File: src/rtl/cpg_pkg.sv
`timescale 1ns / 1ps
`default_nettype none

package cpg_pkg;

  // Field and internal widths
  localparam int RadiusBits = 12;
  localparam int ScreenBits = 12;
  localparam int CoordW     = RadiusBits + 1;   // x and y, signed
  localparam int DecW       = RadiusBits + 3;   // decision variable, signed
  localparam int ScrW       = ScreenBits + 1;   // screen size registers
  localparam int CentreW    = 14;
  localparam int PixW       = 15;
  localparam int ColourW    = 32;
  localparam int CfgIdxW    = 2;
  localparam int StepPts    = 8;
  localparam int PtIdxW     = $clog2(StepPts);

  // Operation codes carried in the input tuser
  localparam logic OpStart = 1'b0;
  localparam logic OpStep  = 1'b1;

  // Configuration register indexes
  localparam logic [CfgIdxW-1:0] CfgScreenWidth  = 2'd0;
  localparam logic [CfgIdxW-1:0] CfgScreenHeight = 2'd1;

  // Reset values of the screen size
  localparam logic [ScrW-1:0] ScreenWidthRst  = 13'd640;
  localparam logic [ScrW-1:0] ScreenHeightRst = 13'd480;

  // One loop iteration handed from the front to the back
  typedef struct packed {
    logic signed [CentreW-1:0] cx;
    logic signed [CentreW-1:0] cy;
    logic signed [CoordW-1:0]  x;
    logic signed [CoordW-1:0]  y;
    logic [ColourW-1:0]        colour;
    logic                      active;
  } step_job_t;

  // Status of the back part seen by the top level
  typedef struct packed {
    logic busy;
    logic job_done;
  } back_stat_t;

endpackage

`default_nettype wire

File: src/rtl/cpg_front.sv
`timescale 1ns / 1ps
`default_nettype none

module cpg_front (
  input  wire logic                                clk_i,
  input  wire logic                                rst_ni,
  input  wire logic                                in_valid_i,
  output logic                                     in_ready_o,
  input  wire logic                                op_i,
  input  wire logic signed [cpg_pkg::CentreW-1:0]  centre_col_i,
  input  wire logic signed [cpg_pkg::CentreW-1:0]  centre_row_i,
  input  wire logic [cpg_pkg::RadiusBits-1:0]      radius_i,
  input  wire logic [cpg_pkg::ColourW-1:0]         colour_i,
  input  wire logic                                q_full_i,
  output logic                                     push_o,
  output cpg_pkg::step_job_t                       job_o
);

  localparam int ExtW = cpg_pkg::DecW + 1;

  logic signed [cpg_pkg::CentreW-1:0]    cx_q, cy_q;
  logic [cpg_pkg::ColourW-1:0]           colour_q;
  logic [cpg_pkg::RadiusBits-1:0]        radius_q;
  logic signed [cpg_pkg::CoordW-1:0]     x_q, x_d, y_q, y_d;
  logic signed [cpg_pkg::DecW-1:0]       d_q, d_d;
  logic signed [ExtW-1:0]                d_e, x_e, y_e, r_e;
  logic                                  active;
  logic                                  accept;

  // Steps wait for room in the queue; starts need none but share the gate
  assign in_ready_o = !q_full_i;
  assign accept     = in_valid_i && in_ready_o;
  assign push_o     = accept && (op_i == cpg_pkg::OpStep);
  assign active     = (y_q >= x_q);

  // Snapshot of the current iteration
  assign job_o.cx     = cx_q;
  assign job_o.cy     = cy_q;
  assign job_o.x      = x_q;
  assign job_o.y      = y_q;
  assign job_o.colour = colour_q;
  assign job_o.active = active;

  assign d_e = ExtW'(d_q);
  assign x_e = ExtW'(x_q);
  assign y_e = ExtW'(y_q);
  assign r_e = ExtW'($signed({1'b0, radius_q}));

  // Decision rule: step right, step down, or step diagonally
  always_comb begin
    x_d = x_q;
    y_d = y_q;
    d_d = d_q;
    if (d_e >= (x_e <<< 1)) begin
      d_d = cpg_pkg::DecW'(d_e - (x_e <<< 1) - ExtW'(1));
      x_d = x_q + cpg_pkg::CoordW'(1);
    end else if (d_e <= ((r_e - y_e) <<< 1)) begin
      d_d = cpg_pkg::DecW'(d_e + (y_e <<< 1) - ExtW'(1));
      y_d = y_q - cpg_pkg::CoordW'(1);
    end else begin
      d_d = cpg_pkg::DecW'(d_e + ((y_e - x_e - ExtW'(1)) <<< 1));
      y_d = y_q - cpg_pkg::CoordW'(1);
      x_d = x_q + cpg_pkg::CoordW'(1);
    end
  end

  // Load a new circle on start, advance the loop on an active step
  always_ff @(posedge clk_i or negedge rst_ni) begin
    if (!rst_ni) begin
      cx_q     <= '0;
      cy_q     <= '0;
      colour_q <= '0;
      radius_q <= '0;
      x_q      <= '0;
      y_q      <= '1;
      d_q      <= '0;
    end else if (accept) begin
      if (op_i == cpg_pkg::OpStart) begin
        cx_q     <= centre_col_i;
        cy_q     <= centre_row_i;
        colour_q <= colour_i;
        radius_q <= radius_i;
        x_q      <= '0;
        y_q      <= $signed({1'b0, radius_i});
        d_q      <= cpg_pkg::DecW'($signed({1'b0, radius_i})) - cpg_pkg::DecW'(1);
      end else if (active) begin
        x_q <= x_d;
        y_q <= y_d;
        d_q <= d_d;
      end
    end
  end

endmodule

`default_nettype wire

File: src/rtl/cpg_queue.sv
`timescale 1ns / 1ps
`default_nettype none

module cpg_queue (
  input  wire logic                clk_i,
  input  wire logic                rst_ni,
  input  wire logic                push_i,
  input  wire cpg_pkg::step_job_t  job_i,
  output logic                     full_o,
  output logic                     valid_o,
  input  wire logic                pop_i,
  output cpg_pkg::step_job_t       job_o
);

  localparam int Depth = 2;
  localparam int PtrW  = $clog2(Depth);
  localparam int CntW  = $clog2(Depth + 1);

  cpg_pkg::step_job_t   slot_q [Depth];
  logic [PtrW-1:0]      wr_ptr_q, rd_ptr_q;
  logic [CntW-1:0]      count_q;
  logic                 do_push, do_pop;

  assign full_o  = (count_q == CntW'(Depth));
  assign valid_o = (count_q != '0);
  assign job_o   = slot_q[rd_ptr_q];
  assign do_push = push_i && !full_o;
  assign do_pop  = pop_i && valid_o;

  // Store the pushed job
  always_ff @(posedge clk_i) begin
    if (do_push) begin
      slot_q[wr_ptr_q] <= job_i;
    end
  end

  // Advance pointers and occupancy
  always_ff @(posedge clk_i or negedge rst_ni) begin
    if (!rst_ni) begin
      wr_ptr_q <= '0;
      rd_ptr_q <= '0;
      count_q  <= '0;
    end else begin
      if (do_push) begin
        wr_ptr_q <= wr_ptr_q + PtrW'(1);
      end
      if (do_pop) begin
        rd_ptr_q <= rd_ptr_q + PtrW'(1);
      end
      if (do_push && !do_pop) begin
        count_q <= count_q + CntW'(1);
      end else if (do_pop && !do_push) begin
        count_q <= count_q - CntW'(1);
      end
    end
  end

endmodule

`default_nettype wire

File: src/rtl/cpg_back.sv
`timescale 1ns / 1ps
`default_nettype none

module cpg_back (
  input  wire logic                          clk_i,
  input  wire logic                          rst_ni,
  input  wire logic [cpg_pkg::ScrW-1:0]      screen_width_i,
  input  wire logic [cpg_pkg::ScrW-1:0]      screen_height_i,
  input  wire logic                          q_valid_i,
  output logic                               q_pop_o,
  input  wire cpg_pkg::step_job_t            job_i,
  output logic                               out_valid_o,
  input  wire logic                          out_ready_i,
  output logic signed [cpg_pkg::PixW-1:0]    pixel_col_o,
  output logic signed [cpg_pkg::PixW-1:0]    pixel_row_o,
  output logic [cpg_pkg::ColourW-1:0]        pixel_colour_o,
  output logic                               visible_o,
  output logic                               finished_o,
  output logic                               last_o,
  output cpg_pkg::back_stat_t                stat_o
);

  localparam logic [cpg_pkg::PtIdxW-1:0] LastPt = cpg_pkg::PtIdxW'(cpg_pkg::StepPts - 1);

  cpg_pkg::step_job_t                 job_q;
  logic                               busy_q;
  logic [cpg_pkg::PtIdxW-1:0]         pt_q;
  logic                               out_free;
  logic                               emit;
  logic                               job_end;
  logic signed [cpg_pkg::CoordW-1:0]  off_a, off_b;
  logic signed [cpg_pkg::PixW-1:0]    col_pt, row_pt;
  logic                               vis;

  logic                               valid_q;
  logic signed [cpg_pkg::PixW-1:0]    col_q, row_q;
  logic [cpg_pkg::ColourW-1:0]        colour_q;
  logic                               vis_q, fin_q, last_q;

  assign out_free = !valid_q || out_ready_i;
  assign emit     = busy_q && out_free;
  assign job_end  = emit && (pt_q == LastPt);
  assign q_pop_o  = q_valid_i && (!busy_q || job_end);

  assign stat_o.busy     = busy_q;
  assign stat_o.job_done = job_end;

  // Octant point: bit 0 swaps x and y, bit 1 mirrors the column, bit 2 the row
  assign off_a  = pt_q[0] ? job_q.y : job_q.x;
  assign off_b  = pt_q[0] ? job_q.x : job_q.y;
  assign col_pt = cpg_pkg::PixW'(job_q.cx) +
                  (pt_q[1] ? -cpg_pkg::PixW'(off_a) : cpg_pkg::PixW'(off_a));
  assign row_pt = cpg_pkg::PixW'(job_q.cy) +
                  (pt_q[2] ? -cpg_pkg::PixW'(off_b) : cpg_pkg::PixW'(off_b));
  assign vis    = job_q.active &&
                  !col_pt[cpg_pkg::PixW-1] &&
                  (col_pt[cpg_pkg::PixW-2:0] < {1'b0, screen_width_i}) &&
                  !row_pt[cpg_pkg::PixW-1] &&
                  (row_pt[cpg_pkg::PixW-2:0] < {1'b0, screen_height_i});

  // Hold the current job and walk its eight points
  always_ff @(posedge clk_i or negedge rst_ni) begin
    if (!rst_ni) begin
      busy_q <= 1'b0;
      pt_q   <= '0;
    end else begin
      if (q_pop_o) begin
        busy_q <= 1'b1;
        pt_q   <= '0;
      end else begin
        if (job_end) begin
          busy_q <= 1'b0;
        end
        if (emit) begin
          pt_q <= pt_q + cpg_pkg::PtIdxW'(1);
        end
      end
    end
  end

  always_ff @(posedge clk_i) begin
    if (q_pop_o) begin
      job_q <= job_i;
    end
  end

  // Output register: valid flag
  always_ff @(posedge clk_i or negedge rst_ni) begin
    if (!rst_ni) begin
      valid_q <= 1'b0;
    end else if (out_free) begin
      valid_q <= emit;
    end
  end

  // Output register: beat payload, zeroed once the loop has ended
  always_ff @(posedge clk_i) begin
    if (emit) begin
      col_q    <= job_q.active ? col_pt : '0;
      row_q    <= job_q.active ? row_pt : '0;
      colour_q <= job_q.active ? job_q.colour : '0;
      vis_q    <= vis;
      fin_q    <= !job_q.active;
      last_q   <= (pt_q == LastPt);
    end
  end

  assign out_valid_o    = valid_q;
  assign pixel_col_o    = col_q;
  assign pixel_row_o    = row_q;
  assign pixel_colour_o = colour_q;
  assign visible_o      = vis_q;
  assign finished_o     = fin_q;
  assign last_o         = last_q;

endmodule

`default_nettype wire

File: src/rtl/circle_pixel_generator.sv
// Circle rasteriser (Andres decision rule), eight symmetric points per step.
//
// Input stream: tuser carries the operation. A start beat loads centre,
// radius and colour and produces nothing; a step beat runs one loop
// iteration and produces eight output beats, tlast on the eighth. Once the
// loop has ended a step gives eight beats with finished set and zero data.
// Output tuser flags each point visible when it lies on the screen.
// Configuration channel: index 0 screen width, index 1 screen height; write
// only while no step is outstanding. Other indexes are ignored.
//
// Latency: a step passes the job queue, the back part's job register and
// the output register. Throughput: one point per cycle unless the
// receiver stalls, set by the back part's single output port. A two-entry
// job queue lets the front take more starts and steps while the back emits.
// Reset: screen 640 by 480, no circle loaded (the loop reads as ended).
// When the receiver stalls, the output beat holds, the back stops, and
// input tready drops once the queue fills.
`timescale 1ns / 1ps
`default_nettype none

module circle_pixel_generator (
  input  wire logic                              clk_i,
  input  wire logic                              rst_ni,
  // input stream
  input  wire logic                              s_axis_tvalid,
  output logic                                   s_axis_tready,
  input  wire logic [71:0]                       s_axis_tdata,  // centre_col, centre_row, radius, pen_colour
  input  wire logic                              s_axis_tuser,  // operation
  // output stream
  output logic                                   m_axis_tvalid,
  input  wire logic                              m_axis_tready,
  output logic [63:0]                            m_axis_tdata,  // pixel_col, pixel_row, pixel_colour, pad
  output logic [1:0]                             m_axis_tuser,  // visible, finished
  output logic                                   m_axis_tlast,
  // configuration writes
  input  wire logic                              cfg_valid_i,
  output logic                                   cfg_ready_o,
  input  wire logic [cpg_pkg::CfgIdxW-1:0]       cfg_index_i,
  input  wire logic [cpg_pkg::ScrW-1:0]          cfg_data_i
);

  logic [cpg_pkg::ScrW-1:0]            screen_width_q, screen_height_q;
  logic                                q_full, q_valid, q_push, q_pop;
  cpg_pkg::step_job_t                  job_in, job_out;
  cpg_pkg::back_stat_t                 back_stat;
  logic signed [cpg_pkg::PixW-1:0]     pixel_col, pixel_row;
  logic [cpg_pkg::ColourW-1:0]         pixel_colour;
  logic                                visible, finished;

  // Configuration registers
  assign cfg_ready_o = 1'b1;

  always_ff @(posedge clk_i or negedge rst_ni) begin
    if (!rst_ni) begin
      screen_width_q  <= cpg_pkg::ScreenWidthRst;
      screen_height_q <= cpg_pkg::ScreenHeightRst;
    end else if (cfg_valid_i && cfg_ready_o) begin
      unique case (cfg_index_i)
        cpg_pkg::CfgScreenWidth:  screen_width_q  <= cfg_data_i;
        cpg_pkg::CfgScreenHeight: screen_height_q <= cfg_data_i;
        default: ;
      endcase
    end
  end

  cpg_front u_front (
    .clk_i        (clk_i),
    .rst_ni       (rst_ni),
    .in_valid_i   (s_axis_tvalid),
    .in_ready_o   (s_axis_tready),
    .op_i         (s_axis_tuser),
    .centre_col_i (s_axis_tdata[13:0]),
    .centre_row_i (s_axis_tdata[27:14]),
    .radius_i     (s_axis_tdata[39:28]),
    .colour_i     (s_axis_tdata[71:40]),
    .q_full_i     (q_full),
    .push_o       (q_push),
    .job_o        (job_in)
  );

  cpg_queue u_queue (
    .clk_i   (clk_i),
    .rst_ni  (rst_ni),
    .push_i  (q_push),
    .job_i   (job_in),
    .full_o  (q_full),
    .valid_o (q_valid),
    .pop_i   (q_pop),
    .job_o   (job_out)
  );

  cpg_back u_back (
    .clk_i           (clk_i),
    .rst_ni          (rst_ni),
    .screen_width_i  (screen_width_q),
    .screen_height_i (screen_height_q),
    .q_valid_i       (q_valid),
    .q_pop_o         (q_pop),
    .job_i           (job_out),
    .out_valid_o     (m_axis_tvalid),
    .out_ready_i     (m_axis_tready),
    .pixel_col_o     (pixel_col),
    .pixel_row_o     (pixel_row),
    .pixel_colour_o  (pixel_colour),
    .visible_o       (visible),
    .finished_o      (finished),
    .last_o          (m_axis_tlast),
    .stat_o          (back_stat)
  );

  assign m_axis_tdata = {2'b00, pixel_colour, pixel_row, pixel_col};
  assign m_axis_tuser = {finished, visible};

  // A full queue means the back part must be working through a job
  a_full_means_busy: assert property (@(posedge clk_i) disable iff (!rst_ni)
    !s_axis_tready |-> back_stat.busy)
    else $error("queue full while back part idle");

  // A point past the end of the loop is never visible
  a_finished_invisible: assert property (@(posedge clk_i) disable iff (!rst_ni)
    m_axis_tvalid |-> !(m_axis_tuser[0] && m_axis_tuser[1]))
    else $error("finished point flagged visible");

  // Points after the loop has ended carry zero data
  a_finished_zero: assert property (@(posedge clk_i) disable iff (!rst_ni)
    m_axis_tvalid && m_axis_tuser[1] |-> (m_axis_tdata == '0))
    else $error("finished point carries data");

  // The eighth point of a job is the one marked last
  a_last_on_done: assert property (@(posedge clk_i) disable iff (!rst_ni)
    back_stat.job_done |=> m_axis_tvalid && m_axis_tlast)
    else $error("job end not marked last");

endmodule

`default_nettype wire

File: config.mk
export PLATFORM = sky130hd
export DESIGN_NAME = circle_pixel_generator
export DESIGN_NICKNAME = d
export VERILOG_FILES = /design/src/rtl/cpg_pkg.sv /design/src/rtl/cpg_front.sv /design/src/rtl/cpg_queue.sv /design/src/rtl/cpg_back.sv /design/src/rtl/circle_pixel_generator.sv
export SDC_FILE = /design/constraint.sdc
export NUM_CORES = 1
export LEC_CHECK = 0
export ABC_AREA = 0
export BUFFER_PORTS_ARGS = -buffer_cell sky130_fd_sc_hd__buf_4
export CELL_PAD_IN_SITES_DETAIL_PLACEMENT = 0
export CELL_PAD_IN_SITES_GLOBAL_PLACEMENT = 1
export CORE_MARGIN = 4
export CORE_UTILIZATION = 50
export DETAILED_ROUTE_END_ITERATION = 8
export PLACE_DENSITY = 0.81
export REMOVE_ABC_BUFFERS = 1
export SYNTH_ARGS = -nofsm -noshare
export SYNTH_HDL_FRONTEND = slang
export SYNTH_HIERARCHICAL = 1
export SYNTH_SLANG_ARGS = --single-unit
File: constraint.sdc
create_clock -name clk_i -period 12.3 [get_ports clk_i]
set_input_delay 2.46 -clock clk_i [delete_from_list [all_inputs] [get_ports clk_i]]
set_output_delay 2.46 -clock clk_i [all_outputs]
set_load 0.005 [all_outputs]
==> results.json <==
{
  "numCtsBuffers": 50,
  "setup_ws_ns": 7.03,
  "p_total_mw": 8.77,
  "place_area_um2": 26600,
  "slew_headroom": 0.318,
  "finalNetCount": 2534,
  "die_area_um2": 53000,
  "synth_warnings": 6,
  "setup_viol": 0,
  "cp_max_fo": 59,
  "drt_iter0_markers": 1017,
  "placementRows": 81,
  "insertion_delay_ns": 0.60,
  "synth_area_um2": 24700,
  "syn_to_final_growth_pct": 14.6,
  "critPathKind": "register to register",
  "p_leak_nw": 11.8,
  "skew_ns": 0.0404,
  "post-route-util": 0.579,
  "totalWireLength_mm": 55.5,
  "whs_ns": 0.452,
  "post-route-drc-count": 0,
  "hp-class": "register to register",
  "dp_cells": 2889,
  "grt_max_degree": 83,
  "endpoint_kind": "register",
  "cts.sinks": 474,
  "clockBufferDepth": 3,
  "post-place-ws_ns": 7.13,
  "grt_pass1_vias": 16500,
  "die_w_um": 230,
  "grt-ovfl-total": 0,
  "cp_num_buf_inv": 2,
  "htree_levels": 2,
  "ctsHoldBuffers": 0,
  "tns_ns": 0,
  "die_h_um": 230,
  "initial_utilization": 0.506,
  "worst_path_max_delay_cell": "buf_4",
  "drive_above_1_share": 0.189,
  "tritoncts": "done",
  "io_buffers": 159,
  "peakVddDrop_v": 0.000186,
  "drv_slew": 0,
  "fin_area_um2": 28300,
  "routed_via_density": 5.42,
  "via_count": 16200,
  "antenna_found_initial": 0,
  "crit_family": "compound AO/OA/AOI/OAI gates",
  "outcome": "finished clean",
  "final_hold_viol_count": 0,
  "cts-root-buf": "clkbuf_16",
  "dr.pass1.iters": 6,
  "netlist_instances": 2115,
  "cp.arrival_ns": 5.66,
  "clkTransAtPathRegs_ns": 0.06,
  "crit_path_cell_trace": "buf_4, mux2_1, inv_2, ha_1, nor2b_1, xnor2_1, ha_1, nor2b_1, o31a_1, o41a_1, a21oi_1, o21bai_1, a21oi_1, xnor2_1, ha_1, a21oi_1, nor2b_1, o21ai_0, o2111ai_1, a41oi_1, o211ai_1, nor4_1",
  "regToRegSetupSlack_ns": 7.03,
  "final.min_clock_period_ns": 5.27,
  "post_cts_buffers": 0,
  "grt_pass1_wl_mm": 88.6,
  "fin_cells": 2983,
  "maxCapViolations": 0,
  "gp_congestion": 0.886,
  "hpwl_mm": 39.0,
  "coreArea_um2": 48800,
  "critPathLaunchType": "register",
  "period_share": 0.428,
  "max_clock_freq_ghz": 0.190,
  "worstMarginPinSlew_ns": 1.02,
  "drt.antenna.violating_nets": 0,
  "synth_area_per_cell_um2": 11.7,
  "ios": 163,
  "grt_usage": 0.208,
  "p_per_area_nw_per_um2": 310,
  "crit_required_ns": 12.69,
  "drt-wirelength-per-cell_um": 18.6,
  "rsz0062_at_grt": "false",
  "cpPeakStageDelay_ns": 0.56,
  "cts_resized": 0
}
sequential cells by signal, indices dropped and copies added (netlist names), 2 cells and up:
name,count
u_back/job_q,87
u_back/pixel_colour_o,32
u_back/pixel_col_o,15
u_front/radius_q,12
u_front/colour_q,32
u_queue/count_q,2
u_back/pixel_row_o,15
u_front/cy_q,14
u_front/d_q,15
u_front/y_q,13
u_back/pt_q,3
u_front/cx_q,14
u_front/x_q,13
screen_width_q,13
screen_height_q,13
u_queue/slot_q,174
area by class of cell:
type / count / area, um2
inverters: 144 / 541
repair buffers: 178 / 1340
well taps: 664 / 831
fillers: 4053 / 20500
flip-flops and latches: 474 / 13500
diodes: 1 / 2.50
clock inverters: 31 / 395
clock buffers: 62 / 1350
multi-input cells: 1429 / 10300
cells in the final DEF, fill, tap and decap left out, types with 15 or more instances in the layout:
cell type	n
xnor2_1	75
nand2b_1	18
a211oi_1	16
o21ai_1	24
clkbuf_16	51
buf_4	177
dfstp_2	19
dfrtp_1	127
xor2_1	45
a21o_1	30
nor3_1	36
mux2_4	20
a21oi_1	105
nor2b_1	16
o22ai_1	16
o21ai_0	62
nor2_1	88
edfxtp_1	326
mux2_2	97
mux2i_1	42
nand3_1	21
nand2_1	297
inv_1	139
and2_1	58
ha_1	157
o211ai_1	15
layer usage:
metal  routed length, um  global-route usage  up-vias
li1                    -                   -     7891
met1               23500               0.266     7892
met2               28300               0.372      302
met3                2070              0.0250       97
met4                1640              0.0671        0
met5                   0                   0        -
worst paths after layout:
check | from | endpoint | cells past startpoint
max | u_back/pt_q[0] | u_back/visible_o | 22
min | u_front/colour_q[9] | u_queue/slot_q[0][10] | 0
max reg2reg | u_back/pt_q[0] | u_back/visible_o | 22
min reg2reg | u_front/colour_q[9] | u_queue/slot_q[0][10] | 0
max in group asynchronous | rst_ni | u_queue/rd_ptr_q | 2
min in group asynchronous | rst_ni | screen_height_q[2] | 1
power breakdown:
group	total (mW)	switching (mW)	leakage [nW]	internal [mW]
sequential	2.55	0.288	4.85	2.26
clock	1.59	0.634	0.848	0.953
combinational	4.64	2.61	6.07	2.02
total	8.77	3.54	11.8	5.24
No activity file was read; power rests on OpenSTA's default activity.
